File: config.mk
export PLATFORM = sky130hd
export DESIGN_NAME = tfm_ram
export DESIGN_NICKNAME = d
export VERILOG_FILES = /design/src/hw/rtl/tfm_ram.sv
export SDC_FILE = /design/constraint.sdc
export NUM_CORES = 2
export LEC_CHECK = 0
export BUFFER_PORTS_ARGS = -buffer_cell sky130_fd_sc_hd__clkbuf_2
export CAP_MARGIN = 30
export CELL_PAD_IN_SITES_DETAIL_PLACEMENT = 1
export CELL_PAD_IN_SITES_GLOBAL_PLACEMENT = 1
export CORE_MARGIN = 4
export CORE_UTILIZATION = 51
export DETAILED_ROUTE_END_ITERATION = 16
export GPL_ROUTABILITY_DRIVEN = 1
export PLACE_DENSITY_LB_ADDON = 0.3
export SETUP_SLACK_MARGIN = 0.4
export SKIP_LAST_GASP = 1
export SLEW_MARGIN = 20
export SYNTH_ARGS = -nofsm -noshare
export SYNTH_HDL_FRONTEND = slang
export SYNTH_SLANG_ARGS = --single-unit
File: constraint.sdc
create_clock -name clk -period 2.4 [get_ports clk]
set_input_delay 0.24 -clock clk [delete_from_list [all_inputs] [get_ports clk]]
set_output_delay 0.24 -clock clk [all_outputs]
set_load 0.1 [all_outputs]
File: src/hw/rtl/tfm_ram.sv
// Generic RAM: one write port, two registered write-first read ports.
`default_nettype none

module tfm_ram #(
  parameter int unsigned WIDTH = 8,
  parameter int unsigned DEPTH = 256,
  localparam int unsigned AW   = (DEPTH > 1) ? $clog2(DEPTH) : 1
) (
  input  wire logic             clk,
  input  wire logic             wr_en,
  input  wire logic [AW-1:0]    wr_addr,
  input  wire logic [WIDTH-1:0] wr_data,
  input  wire logic [AW-1:0]    rd_addr_a,
  input  wire logic [AW-1:0]    rd_addr_b,
  output logic      [WIDTH-1:0] rd_data_a_r,
  output logic      [WIDTH-1:0] rd_data_b_r
);

  logic [WIDTH-1:0] mem [DEPTH];

  // Write, and read with the new data forwarded on an address collision
  always_ff @(posedge clk) begin
    if (wr_en) begin
      mem[wr_addr] <= wr_data;
    end
    rd_data_a_r <= (wr_en && wr_addr == rd_addr_a) ? wr_data : mem[rd_addr_a];
    rd_data_b_r <= (wr_en && wr_addr == rd_addr_b) ? wr_data : mem[rd_addr_b];
  end

endmodule

`default_nettype wire

==> flow_metrics.tcl <==
set metrics [dict create \
    status "finished with violations" \
    failed_checks "negative setup slack" \
    worst_slack_ps -1980 \
    drive_gt1_share_pct 48.9 \
    fmax_mhz 229 \
    maxSlewViolCount 0 \
    critPathKind "reg2out" \
    synth-edff-count 2048 \
    synth_compound_area_share_pct 3.54 \
    syn_nets 4881 \
    core_sq_mm 0.188 \
    ios 50 \
    htreeDepth 4 \
    grt_pass1_wl_mm 506 \
    cts_sinks 2064 \
    critPathLaunchType "register" \
    slew_headroom_pct 40.4 \
    vdd_drop_max_v 0.000632 \
    first_global_vias 65200 \
    cts-buffers-inserted 215 \
    cp.required_ps 2160 \
    synth_cells 4847 \
    avgViaCountPerCell 7.25 \
    antenna_found_initial 20 \
    largest-register "mem" \
    yosysSeqAreaShare_pct 63.7 \
    gp_congestion 0.966 \
    core.rowCount 159 \
    drt_pass1_iterations 6 \
    leakagePower_uw 0.0402 \
    tns_ps -29760 \
    hpwl_mm 239 \
    hold_class "in2reg" \
    timing.hold.ws_ps 18.5 \
    period_needed_ps 4380 \
    worstHoldPathCells 1 \
    routed_wirelength_mm 367 \
    p_per_area_mw_per_mm2 699 \
    synth-main-ff-cell "edfxtp_1" \
    maxCapViolCount 0 \
    largest_reg_flops 2048 \
    cts_buffer_depth 3 \
    final_net_count 6092 \
    finalCritPeriodShare_pct 182 \
    routedWlPerCell_um 42.0 \
    synthXorXnorAreaFrac_pct 0 \
    nFillCells 15600 \
    async_reset_ff_share_pct 0 \
    synthMuxAreaShare_pct 27.3 \
    initial_utilization_pct 51.5 \
    cts_tree "done" \
    io_buffers 49 \
    synthToLayoutAreaGrowth_pct 23.5 \
    worst_ep_arrival_time_ps 4140 \
    reg.largest.list "mem: 2048 flops" \
    overflow 0 \
    clk_transition_reported_paths_ps 60 \
    crit_fanout 24 \
    drt-initial-drc-count 11000 \
    synth_area_sq_mm 0.0970 \
    synthSimpleGateAreaFrac_pct 2.70 \
    cts_root_buf "clkbuf_16" \
    num_vias 63400 \
    power_uw 83700 \
    dieHeight_um 444 \
    synth_cell_types 65 \
    fin_util_pct 63.6 \
    grt_max_degree 100 \
    setup-violations-final 16 \
    fp.dieW_um 444 \
    final_cells 8747 \
    synth_top_family_by_area "multiplexers" \
    antenna_left 0 \
    hold_viol 0 \
    ys.warnings.count 0 \
    rsz0062_at_grt "yes" \
    die_area_sq_mm 0.197 \
    syn_area_per_cell_sq_um 20.0 \
    yosys_register_bits 2064 \
    synth_fa_ha_area_share_pct 0 \
    route.detailed.drc 0 \
    numPlacedInstances 8140 \
    tightestPinTransition_ps 891 \
    critPathCaptureType "output port" \
    grt_usage_pct 36.5 \
]
metal layers:
layer | share of wire (%) | wire [um] | GRT usage [%] | up-vias
li1 | - | - | - | 23500
met1 | 33 | 123000 | 47.7 | 33100
met5 | 0.027 | 99 | 0 | -
met4 | 7.2 | 26500 | 20.6 | 14
met3 | 14 | 49700 | 10.3 | 1238
met2 | 46 | 168000 | 55.7 | 5541
layout make-up:
type	count	area, sq um	area share, %
repair buffers	1389	13700	11.5
inverters	6	26.3	0.0219
diodes	9	22.5	0.0188
well taps	2495	3120	2.61
clock inverters	126	1150	0.963
multi-input cells	2382	34000	28.4
clock buffers	276	5840	4.88
flip-flops and latches	2064	61900	51.7
report_power, final:
part           total [uW]  switching (uW)  internal [uW]
Combinational       10100            5710           4340
Clock               33800           14600          19200
Sequential          39800             106          39700
cell usage after synthesis (16+ instances only):
cell type,instances,area share [%]
mux2_2,38,0.44
mux4_2,1051,24
nor2b_1,27,0.17
o22ai_1,48,0.31
buf_1,25,0.097
o21ai_0,34,0.18
buf_8,35,0.54
a22oi_1,62,0.48
nand2_1,114,0.44
nor2_1,298,1.2
a22o_1,22,0.20
buf_6,44,0.51
buf_4,42,0.33
buf_2,104,0.54
a221oi_1,32,0.29
edfxtp_1,2048,63
a21oi_1,79,0.41
dfxtp_1,16,0.33
clkbuf_1,137,0.53
nand3_1,52,0.27
nor3_1,21,0.11
a211oi_1,28,0.22
mux2i_1,236,2.4
o221ai_1,65,0.59
critical path, stage by stage (launching register included):
cell and delay (ps):
dfxtp_4 430, buf_12 170, buf_16 240, buf_4 200, mux4_2 200, mux2i_2 90
o211ai_1 380, a22oi_2 170, buf_6 170, a32o_2 260, a221oi_4 620, buf_12 260
cell families after synthesis:
kind of cell,after synthesis
buf+inv,401
compound gates,466
mux,1325
flops,2064
simple gates,591
stage by stage:
| stage | area, sq um | worst slack, ps |
|---|---|---|
| 2_1_floorplan | 97700 | -690 |
| 3_3_place_gp | 109000 | -1650 |
| 3_5_place_dp | 109000 | -1660 |
| 4_1_cts | 119000 | -1870 |
| 5_1_grt | 120000 | -1990 |
| 6_report | 120000 | -1980 |
path summary, 6_finish.rpt:
kind,startpoint,end,slack (ps)
max,register,rd_data_a_r[2],-1980
min,wr_data[4],mem[142][4],20
layout by cell type (no fill, tap or decap), drive strengths merged, types with 10 or more instances in the layout:
cell         count
a211oi          28
a21oi           79
a221o           10
a221oi          37
a22o            22
a22oi           62
and2            12
buf           1313
bufinv          20
clkbuf         312
clkinv          97
dfxtp           16
dlygate4sd3     32
edfxtp        2048
inv             10
mux2            38
mux2i          236
mux4          1051
nand2          114
nand2b          11
nand3           52
nand4           13
nor2           299
nor2b           27
nor3            21
o211ai          13
o21ai           37
o221ai          67
o22ai           48
o31ai           11
timing repair:
action | CTS | global route
hold buffers | 32 | 0
buffers inserted | 75 | 67
endpoints found under the hold margin | 111 | 0
cloned | 19 | 3
pin swaps | 57 | 52
setup endpoints to repair | 16 | 16
resized for setup | 222 | 116
No activity file was read; power rests on OpenSTA's default activity.
